`config.mk`:
```
export PLATFORM = sky130hd
export DESIGN_NAME = pointer_drag_detector
export DESIGN_NICKNAME = d
export VERILOG_FILES = /design/src/pdd_pkg.sv /design/src/pdd_core.sv /design/src/pointer_drag_detector.sv
export SDC_FILE = /design/constraint.sdc
export NUM_CORES = 1
export LEC_CHECK = 0
export BUFFER_PORTS_ARGS = -buffer_cell sky130_fd_sc_hd__buf_2
export CORE_UTILIZATION = 40
export CTS_CLUSTER_DIAMETER = 100
export CTS_CLUSTER_SIZE = 10
export DETAILED_ROUTE_END_ITERATION = 7
export PLACE_DENSITY = 0.62
export REMOVE_ABC_BUFFERS = 1
export SETUP_SLACK_MARGIN = 0.3
export SLEW_MARGIN = 20
export SYNTH_ARGS = -nofsm -noshare
export SYNTH_HDL_FRONTEND = slang
export SYNTH_SLANG_ARGS = --single-unit
```
`constraint.sdc`:
```
create_clock -name clk -period 25.9 [get_ports clk]
set_clock_uncertainty 0.2 [all_clocks]
set_input_delay 2.59 -clock clk [delete_from_list [all_inputs] [get_ports clk]]
set_output_delay 2.59 -clock clk [all_outputs]
set_load 0.03 [all_outputs]
```
`src/pdd_pkg.sv`:
```
// Shared types and constants for the pointer drag detector.
// Field widths, stream packing widths and the per-tick record types.
// No dependencies.
`default_nettype none

package pdd_pkg;

  // Coordinate and delta widths
  localparam int COORD_BITS = 16;
  localparam int DELTA_W    = COORD_BITS + 1;

  // Buttons: bit index of the left button inside the level vector
  localparam int BTN_W    = 3;
  localparam int BTN_LEFT = 0;

  // Drag threshold register
  localparam int          THR_W    = 12;
  localparam int          THR_SQ_W = 2 * THR_W;
  localparam int          THR_MAX  = (1 << THR_W) - 1;
  localparam logic [THR_W-1:0] THR_RESET = THR_W'(5);

  // Magnitude width: wide enough for a delta and for THR_MAX + 1
  localparam int MAG_W = (DELTA_W > THR_W + 1) ? DELTA_W : THR_W + 1;

  // Stream packing, rounded up to whole bytes
  localparam int IN_W       = BTN_W + 2 * COORD_BITS;
  localparam int IN_TDATA_W = ((IN_W + 7) / 8) * 8;
  localparam int OUT_W      = 3 * BTN_W + 4 * DELTA_W + 1;
  localparam int OUT_TDATA_W = ((OUT_W + 7) / 8) * 8;

  // One poll tick
  typedef struct packed {
    logic signed [COORD_BITS-1:0] y;
    logic signed [COORD_BITS-1:0] x;
    logic [BTN_W-1:0]             buttons;
  } pdd_item_t;

  // Tracking state carried from tick to tick
  typedef struct packed {
    logic [BTN_W-1:0]             prev_buttons;
    logic signed [COORD_BITS-1:0] last_x;
    logic signed [COORD_BITS-1:0] last_y;
    logic signed [COORD_BITS-1:0] start_x;
    logic signed [COORD_BITS-1:0] start_y;
    logic                         drag_active;
  } pdd_state_t;

  // One result record, members listed from the top bit down
  typedef struct packed {
    logic signed [DELTA_W-1:0] drag_dy;
    logic signed [DELTA_W-1:0] drag_dx;
    logic                      dragging;
    logic signed [DELTA_W-1:0] move_dy;
    logic signed [DELTA_W-1:0] move_dx;
    logic [BTN_W-1:0]          released;
    logic [BTN_W-1:0]          pressed;
    logic [BTN_W-1:0]          down;
  } pdd_result_t;

endpackage

`default_nettype wire

```
`src/pdd_core.sv`:
```
// Per-tick evaluation: button edges, motion, drag start test and drag offset.
// Pure combinational step from the current state to the next state.
// Depends on pdd_pkg.
`default_nettype none

module pdd_core (
  input  pdd_pkg::pdd_item_t                 item,
  input  pdd_pkg::pdd_state_t                state,
  input  logic [pdd_pkg::THR_SQ_W-1:0]       thr_sq,
  output pdd_pkg::pdd_result_t               result,
  output pdd_pkg::pdd_state_t                state_next
);
  import pdd_pkg::*;

  logic [BTN_W-1:0]          pressed;
  logic [BTN_W-1:0]          released;
  logic signed [COORD_BITS-1:0] sx;
  logic signed [COORD_BITS-1:0] sy;
  logic signed [DELTA_W-1:0] mdx;
  logic signed [DELTA_W-1:0] mdy;
  logic signed [DELTA_W-1:0] odx;
  logic signed [DELTA_W-1:0] ody;
  logic [DELTA_W-1:0]        abs_x;
  logic [DELTA_W-1:0]        abs_y;
  logic [MAG_W-1:0]          mag_x;
  logic [MAG_W-1:0]          mag_y;
  logic [THR_SQ_W-1:0]       sq_x;
  logic [THR_SQ_W-1:0]       sq_y;
  logic [THR_SQ_W:0]         dist_sq;
  logic                      far;
  logic                      beyond;
  logic                      drag_next;

  // Sign extend a coordinate to delta width
  function automatic logic signed [DELTA_W-1:0] sext(input logic signed [COORD_BITS-1:0] v);
    sext = {v[COORD_BITS-1], v};
  endfunction

  // Button edges
  assign pressed  = item.buttons & ~state.prev_buttons;
  assign released = ~item.buttons & state.prev_buttons;

  // Motion since the previous tick
  assign mdx = sext(item.x) - sext(state.last_x);
  assign mdy = sext(item.y) - sext(state.last_y);

  // A left press latches the start point before the offset is taken
  assign sx  = pressed[BTN_LEFT] ? item.x : state.start_x;
  assign sy  = pressed[BTN_LEFT] ? item.y : state.start_y;
  assign odx = sext(item.x) - sext(sx);
  assign ody = sext(item.y) - sext(sy);

  // Offset magnitudes
  assign abs_x = odx[DELTA_W-1] ? DELTA_W'(-odx) : DELTA_W'(odx);
  assign abs_y = ody[DELTA_W-1] ? DELTA_W'(-ody) : DELTA_W'(ody);
  assign mag_x = MAG_W'(abs_x);
  assign mag_y = MAG_W'(abs_y);

  // Squared distance against squared threshold; large offsets always pass
  assign far     = (mag_x > MAG_W'(THR_MAX)) || (mag_y > MAG_W'(THR_MAX));
  assign sq_x    = THR_SQ_W'(mag_x[THR_W-1:0]) * THR_SQ_W'(mag_x[THR_W-1:0]);
  assign sq_y    = THR_SQ_W'(mag_y[THR_W-1:0]) * THR_SQ_W'(mag_y[THR_W-1:0]);
  assign dist_sq = {1'b0, sq_x} + {1'b0, sq_y};
  assign beyond  = far || (dist_sq > {1'b0, thr_sq});

  // Drag holds while left is down, ends on release
  assign drag_next = item.buttons[BTN_LEFT] & (state.drag_active | beyond);

  // Result record
  always_comb begin
    result.down     = item.buttons;
    result.pressed  = pressed;
    result.released = released;
    result.move_dx  = mdx;
    result.move_dy  = mdy;
    result.dragging = drag_next;
    result.drag_dx  = drag_next ? odx : '0;
    result.drag_dy  = drag_next ? ody : '0;
  end

  // Next state
  always_comb begin
    state_next.prev_buttons = item.buttons;
    state_next.last_x       = item.x;
    state_next.last_y       = item.y;
    state_next.start_x      = sx;
    state_next.start_y      = sy;
    state_next.drag_active  = drag_next;
  end

endmodule

`default_nettype wire

```
`src/pointer_drag_detector.sv`:
```
// Pointer drag detector top level: stream ports, input and result registers,
// tracking state and drag threshold register.
// Depends on pdd_pkg and pdd_core.
//
// Usage:
//   s_* carries one poll tick per transfer (buttons and cursor position).
//   m_* returns one result per tick, in order: button levels and edges,
//   motion since the last tick, the dragging flag and the drag offset.
//   cfg_* writes the drag threshold; cfg_ready is always high and a write
//   is meant to land only while no tick is in flight.
// Timing:
//   A tick is held in the input register; the combinational step logic
//   then loads the result register, so m_tvalid rises once the tick has
//   passed through the input register and then the result register.
//   One tick per cycle is sustained while m_tready stays high; the state
//   update is a registered loop through the squared distance compare.
// Reset (rst, synchronous): both registers empty, tracking state zero,
//   threshold 5. A stall on m_tready holds the result; one more tick can
//   still enter the input register before s_tready drops.
`default_nettype none

module pointer_drag_detector (
  input  logic                             clk,
  input  logic                             rst,
  // s_tdata from bit 0: buttons[2:0], cursor_x[15:0], cursor_y[15:0], zero pad
  input  logic                             s_tvalid,
  output logic                             s_tready,
  input  logic [pdd_pkg::IN_TDATA_W-1:0]   s_tdata,
  // m_tdata from bit 0: button_down[2:0], button_pressed[2:0],
  // button_released[2:0], move_dx[16:0], move_dy[16:0], dragging,
  // drag_dx[16:0], drag_dy[16:0], zero pad
  output logic                             m_tvalid,
  input  logic                             m_tready,
  output logic [pdd_pkg::OUT_TDATA_W-1:0]  m_tdata,
  // drag_threshold write
  input  logic                             cfg_valid,
  output logic                             cfg_ready,
  input  logic [pdd_pkg::THR_W-1:0]        cfg_data
);
  import pdd_pkg::*;

  logic                 in_valid;
  pdd_item_t            in_item;
  logic                 out_valid;
  pdd_result_t          out_res;
  pdd_state_t           st;
  pdd_state_t           st_next;
  pdd_result_t          res_next;
  logic [THR_W-1:0]     drag_threshold;
  logic [THR_SQ_W-1:0]  thr_sq;
  logic                 advance;
  logic                 load;

  // Handshake control
  assign advance   = !out_valid || m_tready;
  assign load      = in_valid && advance;
  assign s_tready  = !in_valid || advance;
  assign cfg_ready = 1'b1;

  // Threshold register, squared on write
  always_ff @(posedge clk) begin
    if (rst) begin
      drag_threshold <= THR_RESET;
      thr_sq         <= THR_SQ_W'(THR_RESET) * THR_SQ_W'(THR_RESET);
    end else if (cfg_valid) begin
      drag_threshold <= cfg_data;
      thr_sq         <= THR_SQ_W'(cfg_data) * THR_SQ_W'(cfg_data);
    end
  end

  // Input register
  always_ff @(posedge clk) begin
    if (rst) begin
      in_valid <= 1'b0;
    end else if (s_tready) begin
      in_valid <= s_tvalid;
    end
    if (s_tvalid && s_tready) begin
      in_item <= s_tdata[IN_W-1:0];
    end
  end

  // Step logic
  pdd_core u_core (
    .item       (in_item),
    .state      (st),
    .thr_sq     (thr_sq),
    .result     (res_next),
    .state_next (st_next)
  );

  // Tracking state and result register
  always_ff @(posedge clk) begin
    if (rst) begin
      st        <= '0;
      out_valid <= 1'b0;
    end else begin
      if (load) begin
        st <= st_next;
      end
      if (advance) begin
        out_valid <= in_valid;
      end
    end
    if (load) begin
      out_res <= res_next;
    end
  end

  assign m_tvalid = out_valid;
  assign m_tdata  = OUT_TDATA_W'(out_res);

`ifndef SYNTHESIS
  // A reported drag always comes with the left button held
  a_drag_needs_left: assert property (@(posedge clk) disable iff (rst)
    (out_valid && out_res.dragging) |-> out_res.down[BTN_LEFT])
    else $error("dragging reported without left button");

  // Drag offset is zero whenever no drag is reported
  a_idle_offset_zero: assert property (@(posedge clk) disable iff (rst)
    (out_valid && !out_res.dragging) |-> (out_res.drag_dx == '0 && out_res.drag_dy == '0))
    else $error("drag offset nonzero outside a drag");

  // The stored drag flag tracks the last result produced
  a_state_matches_result: assert property (@(posedge clk) disable iff (rst)
    (load) |=> (out_res.dragging == st.drag_active && out_res.down == st.prev_buttons))
    else $error("tracking state out of step with result");

  // Threshold square stays consistent with the threshold register
  a_thr_sq: assert property (@(posedge clk) disable iff (rst)
    $rose(cfg_valid) |=> (thr_sq == THR_SQ_W'(drag_threshold) * THR_SQ_W'(drag_threshold)))
    else $error("threshold square out of step");
`endif

endmodule

`default_nettype wire
```
==> summary.md, run 1 <==
| Metric | Value |
|---|---|
| Status | `finished, final reports clean` |
| CP arrival | `15870 ps` |
| IO buf count | `131` |
| Skew-Pair Late Insertion Delay | `540 ps` |
| Die width | `247 um` |
| Syn. warnings | `0` |
| Core region area | `between 0.05 and 0.06 sq mm` |
| Wirelength per Cell | `14.7 um` |
| Tmin final | `15780 ps` |
| TritonCTS buffer count | `24` |
| Async set-reset flop share out of synthesis | `0%` |
| H-tree depth | `1` |
| Final period util | `60.9%` |
| IO Pins | `140` |
| Seq cells post-synth | `206` |
| CTS-repair resized insts | `0` |
| CP Launch Type | `flip-flop` |
| Finished Core Util | `44.1%` |
| Cell Area, Synth | `about 0.024 sq mm` |
| Netlist cell types | `104` |
| Synthesized area per cell | `between 9 and 10 sq um` |
| Top delay family on crit path | `compound AO/OA/AOI/OAI gates` |
| Max-slew violations | `0` |
| Seq/Total Area, Yosys | `a little over a fifth` |
| Largest net degree at the start of global routing | `89` |
| Initial DRC count | `792` |
| Post-CTS Hold Buffers | `0` |
| Layout cells sized above 1 | `around a tenth` |
| WHS Path Cells | `2` |
| Worst Hold Class | `reg2reg` |
| DRT Pass-1 Iters | `5` |
| First-pass GRT wire length | `~86000 um` |
| Post-synth EDFFs | `113` |
| Root Buffer | `clkbuf_16` |
| Slowest-stage cell, CP | `o41ai_1` |
| Clock slew at reported path FFs | `60 ps` |
| Setup Buffers After CTS | `0` |
| Routed vias | `~17000` |
| Post-synth top area cell | `fa_1` |
| Post-DRT Antenna Nets | `0` |
| CP Class | `reg2reg` |
| CP max FO | `49` |
| RSZ-0062 raised after global routing | `false` |
| CP endpoint kind | `flip-flop` |
| R2R depth | `between 40 and 50` |
| DRC Markers | `0` |
| Max Cap Viol | `0` |
| Yosys top cell area share | `23.9%` |
| Worst-Margin Slew | `1120 ps` |
| Synth Flop Type | `edfxtp_1` |
| Final setup TNS | `0 ps` |
| Layout Nets | `3266` |
| Worst EP required | `25990 ps` |
| Slowest stage delay, CP | `between 800 and 900 ps` |
| Maximum achievable frequency | `0.0634 GHz` |
| Top cells by area, synth | `fa_1 (24%), edfxtp_1 (14%), ha_1 (13%), inv_1 (8.0%), dfxtp_1 (7.8%)` |
| Grt ovf | `0` |
| CTS max path bufs | `3` |
| GR Util All Layers | `17.1%` |
| Buffers plus inverters on the worst setup path | `10` |
| Placer Congestion | `0.851` |
| Initial core utilization | `between 40% and 50%` |
| Via density | `5.05` |
| Area Growth Syn to Fin | `8.82%` |
| Die area | `0.0610 sq mm` |
| CTS tree | `built` |
| DP HPWL | `about 41000 um` |
| Relative slew slack | `around 25%` |
| Total wire length | `51000 um` |
| Initial antenna violation count | `0` |
| Final hold vios | `0` |
| Number of global-route vias before repair | `~18000` |
| Final setup viols | `0` |
| Cells after Synth | `around 2600` |
| Critical path depth | `47` |
| TritonCTS Sinks | `between 200 and 250` |
| Die Y | `247 um` |
| FP Rows | `89` |
worst min-delay path: cells and delay by family (launching register included):
kind | cells | cell delay (ps)
compound gates | 1 | 50
flops | 1 | 310
simple gates | 1 | 50
logic make-up (layout without fill, tap and decap cells):
kind of cell               after synthesis  count (layout)  share of synthesized area [%]
buffers and inverters                  595             708                           9.77
xor gates and xnor gates                98              98                           3.61
AOI/OAI and AO/OA                      377             377                           10.7
adders and majority gates              537             537                           36.9
and+or+nand+nor                        721             721                           15.3
muxes                                   41              41                           1.72
DFF                                    206             206                           21.9
other                                    2               4                         0.0313
layout by cell type (no fill, tap or decap), drive strengths merged, types with 7 or more instances in the layout:
| cell type | netlist | routed |
|---|---|---|
| o211ai | 9 | 9 |
| nand4 | 10 | 10 |
| mux2i | 39 | 39 |
| edfxtp | 113 | 113 |
| a21o | 33 | 33 |
| a31oi | 10 | 10 |
| ha | 250 | 250 |
| o21bai | 7 | 7 |
| and2 | 52 | 52 |
| a21boi | 13 | 13 |
| inv | 513 | 513 |
| nand3b | 8 | 8 |
| or3 | 11 | 11 |
| a21oi | 113 | 113 |
| nor2 | 246 | 246 |
| nand3 | 28 | 28 |
| nand2b | 45 | 45 |
| a211o | 7 | 7 |
| o21ai | 60 | 60 |
| nand2 | 163 | 163 |
| o21a | 15 | 15 |
| clkbuf | 64 | 43 |
| a211oi | 48 | 48 |
| xnor2 | 65 | 65 |
| and3 | 10 | 10 |
| buf | 17 | 151 |
| dfxtp | 93 | 93 |
| nor3 | 35 | 35 |
| xor2 | 33 | 33 |
| a2111oi | 11 | 11 |
| nor2b | 34 | 34 |
| nor3b | 35 | 35 |
| or2 | 18 | 18 |
| fa | 286 | 286 |
Yosys cell counts (13+ instances only):
master	n
o21ai_0	55
nand2b_1	44
nor3b_2	25
mux2i_1	39
a21o_1	31
a211oi_1	41
ha_1	250
nor3_1	35
fa_1	286
and2_1	50
nor2b_1	34
a21oi_1	112
o21a_1	15
edfxtp_1	113
dfxtp_1	93
or2_2	17
xnor2_1	64
nand2_1	163
clkbuf_1	62
xor2_1	33
nand3_1	28
inv_1	511
nor2_1	243
a21boi_0	13
metal layers:
metal  track usage [%]  vias up  wire length [um]
li1                  -     8530                 -
met1              22.2     8639             22600
met2              30.5      260             25900
met3              1.76       59              1730
met4              3.43        0               729
met5                 0        -                 0
final timing paths:
kind	startpoint	endpoint	slack (ps)
max	in_item[0]$_DFFE_PP_	m_tdata[48]$_SDFFCE_PN0P_	10120
min	st[37]$_SDFFE_PP0P_	st[37]$_SDFFE_PP0P_	250
max reg2reg	in_item[0]$_DFFE_PP_	m_tdata[48]$_SDFFCE_PN0P_	10120
min reg2reg	st[37]$_SDFFE_PP0P_	st[37]$_SDFFE_PP0P_	250
layout make-up:
class	count	area [sq um]
inverter	513	1930
timing repair buffer	151	808
antenna	1	2.50
clock inverter	1	30.0
clock buffer	43	693
tap	773	967
fill	5599	33000
sequential	206	5260
multi-input combinational	1777	16400
state kept, by name (all words and copies together) (netlist names):
| name | cells |
|---|---|
| thr_sq | 23 |
| m_tdata | 78 |
| in_item | 35 |
| in_valid | 1 |
| m_tvalid | 1 |
| st | 68 |
per-stage QoR:
stage                     hold slack [ps]  cells  cell area [sq um]  setup slack (ps)
final                                 252   3465              26100             10120
after global routing                  271   3464              26100              8970
after CTS                             254   3464              26100             10170
after detailed placement              246   3420              25400             10210
after global placement                242   3420              25400             10320
after floorplan                       230   2496              23600             12720
Power of run 1 is not shown: default switching activity piles up to over one toggle a cycle in this logic, so the estimate is an artifact.
==> run 2, diff against run 1 <==
Clock period 25.9 ns to 16.19 ns, I/O delays scaled along.
==> summary.md, run 2 (synthesis results as in run 1) <==
| Metric | Value |
|---|---|
| Status | `finished, final reports clean` |
| Grt ovf | `0 (unchanged)` |
| CP endpoint kind | `flip-flop` |
| Worst Hold Class | `reg2reg` |
| Most frequent cells in the layout | `inv_1 (511), fa_1 (286), ha_1 (250), nor2_1 (243), nand2_1 (163)` |
| Largest net degree at the start of global routing | `89 (unchanged)` |
| Clock slew at reported path FFs | `60 ps (about the same)` |
| Final instance area | `0.0261 sq mm (+0.10%)` |
| Initial antenna violation count | `1 (+1)` |
| Relative slew slack | `20.8% (-4.1 points)` |
| Core region area | `0.0591 sq mm (unchanged)` |
| Area Growth Syn to Fin | `8.93%` |
| CP Class | `reg2reg` |
| GR Util All Layers | `17.2% (+0.098 points)` |
| Tmin final | `14600 ps (-1180 ps)` |
| Crit path launch | `in_item[0]$_DFFE_PP_` |
| CTS tree | `built` |
| Die area | `0.0610 sq mm (unchanged)` |
| CP max FO | `40 (-18%)` |
| Routed vias | `17700 (+0.94%)` |
| Layout Nets | `3271 (+0.15%)` |
| Initial core utilization | `40.6% (unchanged)` |
| HP Start | `st[52]$_SDFFE_PP0P_` |
| TritonCTS buffer count | `25 (+4.2%)` |
| Initial DRC count | `762 (-3.8%)` |
| Via density | `5.09 (+0.77%)` |
| FP Rows | `89 (unchanged)` |
| DRT Pass-1 Iters | `7 (+2)` |
| IO Pins | `140 (unchanged)` |
| Setup Buffers After CTS | `0 (unchanged)` |
| Worst-Margin Slew | `1160 ps (+39.6 ps)` |
| Final period util | `90.2% (+29 points)` |
| Commonest non-fill, non-tap cell in the layout | `inv_1` |
| Register area | `0.00526 sq mm (unchanged)` |
| Max reg flops | `78 (unchanged)` |
| Total wire length | `51600 um (+1.2%)` |
| Root Buffer | `clkbuf_16` |
| Post-place instance area | `0.0254 sq mm (about the same)` |
| CP Launch Type | `flip-flop` |
| TritonCTS Sinks | `206 (unchanged)` |
| FF-to-FF Start | `in_item[0]$_DFFE_PP_` |
| H-tree depth | `1 (unchanged)` |
| Maximum achievable frequency | `0.0685 GHz (+8.1%)` |
| DRC Markers | `0 (unchanged)` |
| Number of global-route vias before repair | `18200 (+0.99%)` |
| Final setup TNS | `0 ps (unchanged)` |
| RSZ-0062 raised after global routing | `false` |
| Skew-Pair Late Insertion Delay | `540 ps (about the same)` |
| Final setup viols | `0 (unchanged)` |
| Wirelength per Cell | `14.9 um (+1.0%)` |
| First-pass GRT wire length | `86200 um (+0.39%)` |
| Final hold vios | `0 (unchanged)` |
| IO buf count | `131 (unchanged)` |
| CTS-repair resized insts | `0 (unchanged)` |
| DP HPWL | `41700 um (+0.78%)` |
| Multi-input gate area | `0.0164 sq mm (unchanged)` |
| Post-DRT Antenna Nets | `0 (unchanged)` |
| Slowest stage delay, CP | `940 ps (+90 ps)` |
| Max Cap Viol | `0 (unchanged)` |
| Post-CTS Hold Buffers | `0 (unchanged)` |
| Critical Path Most Common Cell | `fa_1` |
| Worst EP required | `16280 ps (-9710 ps)` |
| Die width | `247 um (unchanged)` |
| Placer Congestion | `0.838 (-1.5%)` |
| CTS max path bufs | `3 (unchanged)` |
| Filler instances | `5573 (-0.46%)` |
| Slowest-stage cell, CP | `a2111oi_0` |
| Max-slew violations | `0 (unchanged)` |
| Die Y | `247 um (unchanged)` |
| Layout cells sized above 1 | `10.3% (+0.20 points)` |
| CP arrival | `14700 ps (-1170 ps)` |
==> run 2: path summary, 6_finish.rpt <==
check | to | slack [ps] | depth (start not counted)
setup / recovery | m_tdata[51]$_SDFFCE_PN0P_ | 1590 | 45
hold / removal | st[52]$_SDFFE_PP0P_ | 250 | 2
setup reg to reg | m_tdata[51]$_SDFFCE_PN0P_ | 1590 | 45
hold reg to reg | st[52]$_SDFFE_PP0P_ | 250 | 2
==> run 2: final cells by class <==
cell class | instances | share of cell area, %
Tap cell | 773 | 3.70
Antenna cell | 1 | 0.00958
Sequential cell | 206 | 20.1
Clock inverter | 3 | 0.101
Clock buffer | 43 | 2.65
Multi-Input combinational cell | 1777 | 62.8
Timing Repair Buffer | 155 | 3.21
Inverter | 513 | 7.40
==> run 2: metrics by stage <==
stage | util [%] | hold WS [ps] | cells | setup slack [ps]
floorplan | - | 230 | 2496 | 3010
global placement | 42.9 | 242 | 3424 | 1810
detailed placement | 42.9 | 246 | 3424 | 1530
CTS | 44.2 | 254 | 3470 | 1490
global route | 44.2 | 272 | 3470 | 543
finish | 44.2 | 253 | 3471 | 1590
==> run 2: worst max-delay path: cells and delay by family, from the launching register on <==
kind / cells / cell delay (ps)
AOI/OAI and AO/OA: 13 / 4220
xor gates and xnor gates: 2 / 850
adders and majority gates: 10 / 4450
buffers and inverters: 8 / 1890
DFF: 1 / 330
muxes: 1 / 310
and+or+nand+nor: 11 / 2030
==> run 2: per-layer routing <==
layer  vias to the layer above  wire (um)  GRT usage [%]
met4                         0        943           4.18
met5                         -          0              0
met2                       312      25700           30.3
met3                        71       2270           2.45
met1                      8718      22600           22.0
li1                       8552          -              -
Power of run 2 is left out for the same reason.
==> run 3, diff against run 2 <==
Settings changed: ABC_AREA set to 1.
==> summary.md, run 3 <==
| Metric | Value |
|---|---|
| Post-DRT Antenna Nets | `0 (unchanged)` |
| Routed vias | `17700 (+0.12%)` |
| Initial core utilization | `40.6% (about the same)` |
| Wirelength per Cell | `13.8 um (-7.1%)` |
| TritonCTS Sinks | `206 (unchanged)` |
| Placer Congestion | `0.906 (+8.1%)` |
| Post-synth top cells | `inv_1 (673), nand2_1 (420), fa_1 (286)` |
| Met1 usage in global routing | `23.9% (+1.9 points)` |
| Worst Hold Class | `reg2reg` |
| Layout Nets | `3535 (+8.1%)` |
| Skew-Pair Late Insertion Delay | `520 ps (-20 ps)` |
| Die width | `247 um (about the same)` |
| Async set-reset flop share out of synthesis | `0% (unchanged)` |
| Slowest-stage cell, CP | `o21ai_0` |
| Max reg flops | `78 (unchanged)` |
| Synth Flop Type | `edfxtp_1` |
| Core region area | `0.0591 sq mm (unchanged)` |
| CP Launch Type | `flip-flop` |
| H-tree depth | `1 (unchanged)` |
| GRT busiest layer | `met2` |
| Clock slew at reported path FFs | `60 ps (about the same)` |
| Post-synth EDFFs | `113 (unchanged)` |
| Top-count cell post-synth | `inv_1` |
| Failing checks | `design-rule violations` |
| Final setup viols | `0 (unchanged)` |
| Initial DRC count | `894 (+17%)` |
| Largest net degree at the start of global routing | `82 (-7.9%)` |
| Most frequent cells in the layout | `inv_1 (671), nand2_1 (419), fa_1 (286), ha_1 (250), nor2_1 (190)` |
| IO buf count | `131 (unchanged)` |
| Met3 usage | `1.87% (-0.59 points)` |
| CTS tree | `built` |
| Slowest stage delay, CP | `710 ps (-230 ps)` |
| Netlist cell types | `59 (-43%)` |
| DRC Markers | `32 (+32)` |
| Syn. warnings | `0 (unchanged)` |
| Final setup TNS | `0 ps (unchanged)` |
| Number of global-route vias before repair | `18100 (-0.77%)` |
| Total wire length | `51500 um (-0.10%)` |
| Met2 usage | `31.0% (+0.68 points)` |
| DRT Pass-1 Iters | `7 (unchanged)` |
| Root Buffer | `clkbuf_16` |
| CP max FO | `36 (-10%)` |
| CP arrival | `13720 ps (-980 ps)` |
| Max Cap Viol | `0 (unchanged)` |
| Layout cells sized above 1 | `9.56% (-0.74 points)` |
| Final period util | `84.5% (-5.7 points)` |
| Cells after Synth | `2836 (+10%)` |
| Seq cells post-synth | `206 (unchanged)` |
| Final hold vios | `0 (unchanged)` |
| Post-synth top area cell | `fa_1` |
| CP Class | `reg2reg` |
| TritonCTS buffer count | `24 (-4.0%)` |
| FP Rows | `89 (unchanged)` |
| CTS-repair resized insts | `0 (unchanged)` |
| Grt ovf | `0 (unchanged)` |
| First-pass GRT wire length | `88600 um (+2.8%)` |
| GR Util All Layers | `17.7% (+0.54 points)` |
| Status | `finished, violations left` |
| Area Growth Syn to Fin | `8.62%` |
| Worst EP required | `16230 ps (-50 ps)` |
| Finished Core Util | `44.1% (-0.14 points)` |
| Via density | `4.73 (-6.9%)` |
| Relative slew slack | `38.8% (+18 points)` |
| Worst-Margin Slew | `918 ps (-240 ps)` |
| Top cells by area, synth | `fa_1 (24%), edfxtp_1 (14%), ha_1 (13%), inv_1 (11%), dfxtp_1 (7.8%)` |
| Max-slew violations | `0 (unchanged)` |
| Yosys top cell area share | `23.9% (about the same)` |
| CP endpoint kind | `flip-flop` |
| Initial antenna violation count | `1 (unchanged)` |
| DP HPWL | `42700 um (+2.4%)` |
| CTS max path bufs | `3 (unchanged)` |
| Setup Buffers After CTS | `0 (unchanged)` |
| IO Pins | `140 (unchanged)` |
| Seq/Total Area, Yosys | `21.9% (about the same)` |
| Tmin final | `13680 ps (-922 ps)` |
| Post-CTS Hold Buffers | `0 (unchanged)` |
| RSZ-0062 raised after global routing | `false` |
| Cell Area, Synth | `0.0240 sq mm (about the same)` |
| Maximum achievable frequency | `0.0731 GHz (+6.7%)` |
| Commonest non-fill, non-tap cell in the layout | `inv_1` |
| Die area | `0.0609 sq mm (about the same)` |
| Die Y | `247 um (about the same)` |
| Synthesized area per cell | `8.46 sq um (-9.2%)` |
-- run 3: changes by cell type in the layout (fill, tap and decap cells not counted), moves of 26 or more --
| cell | change |
|---|---|
| nand2b_1 | -43 |
| nand2_1 | +256 |
| nor3_1 | -27 |
| and2_1 | -47 |
| a211oi_1 | -34 |
| o21ai_0 | +90 |
| a21o_1 | -26 |
| nor2_2 | +37 |
| nor2_1 | -53 |
| inv_1 | +160 |
| nand3_1 | +55 |
| nor2b_1 | -34 |
| xnor2_1 | -27 |
| a21oi_1 | +76 |
-- run 3: worst paths after layout --
path                                           start                         to  slack (ps)  cells past startpoint
worst max-delay path            in_item[0]$_DFFE_PP_  m_tdata[77]$_SDFFCE_PN0P_        2510                     46
worst min-delay path             st[61]$_SDFFE_PP0P_        st[61]$_SDFFE_PP0P_         260                      2
worst max register to register  in_item[0]$_DFFE_PP_  m_tdata[77]$_SDFFCE_PN0P_        2510                     46
worst min register to register   st[61]$_SDFFE_PP0P_        st[61]$_SDFFE_PP0P_         260                      2
-- run 3: logic make-up after synthesis --
kind of cell / Yosys count / synth area share, %
simple gates: 833 / 15.5
buf+inv: 754 / 12.3
fa+ha+maj: 536 / 36.9
compound gates: 385 / 8.61
flops: 206 / 21.9
xor+xnor: 96 / 3.73
mux: 24 / 1.00
other cells: 2 / 0.0313
-- run 3: through the flow --
step / cells / cell area (sq um) / worst slack [ps] / hold WS [ps]
floorplan: 2773 / 23600 / 4610 / 235
global placement: 3689 / 25400 / 2570 / 245
detailed placement: 3689 / 25400 / 2570 / 251
CTS: 3732 / 26000 / 2520 / 260
global route: 3732 / 26000 / 1580 / 272
finish: 3733 / 26100 / 2510 / 256
-- run 3: area by class of cell --
cell class,count,area (sq um)
Timing Repair Buffer,143,746
Tap cell,773,967
Antenna cell,1,2.50
Inverter,690,2600
Multi-Input combinational cell,1877,15800
Clock buffer,42,689
Fill cell,5893,33100
Sequential cell,206,5260
Clock inverter,1,5.00
-- run 3: worst max-delay path: cells and delay by family (launching register included) --
family | cells | cell delay, ps
AOI/OAI and AO/OA | 9 | 2960
xor gates and xnor gates | 1 | 170
adders and majority gates | 10 | 4530
buffers and inverters | 5 | 1280
DFF | 1 | 490
and+or+nand+nor | 21 | 3730
-- run 3: per-layer routing --
layer	part of all wire [%]	wire (um)
met2	47	24400
met4	1.5	795
met1	47	24300
met3	4.0	2040
met5	0.019	10
Power of run 3 is left out for the same reason.
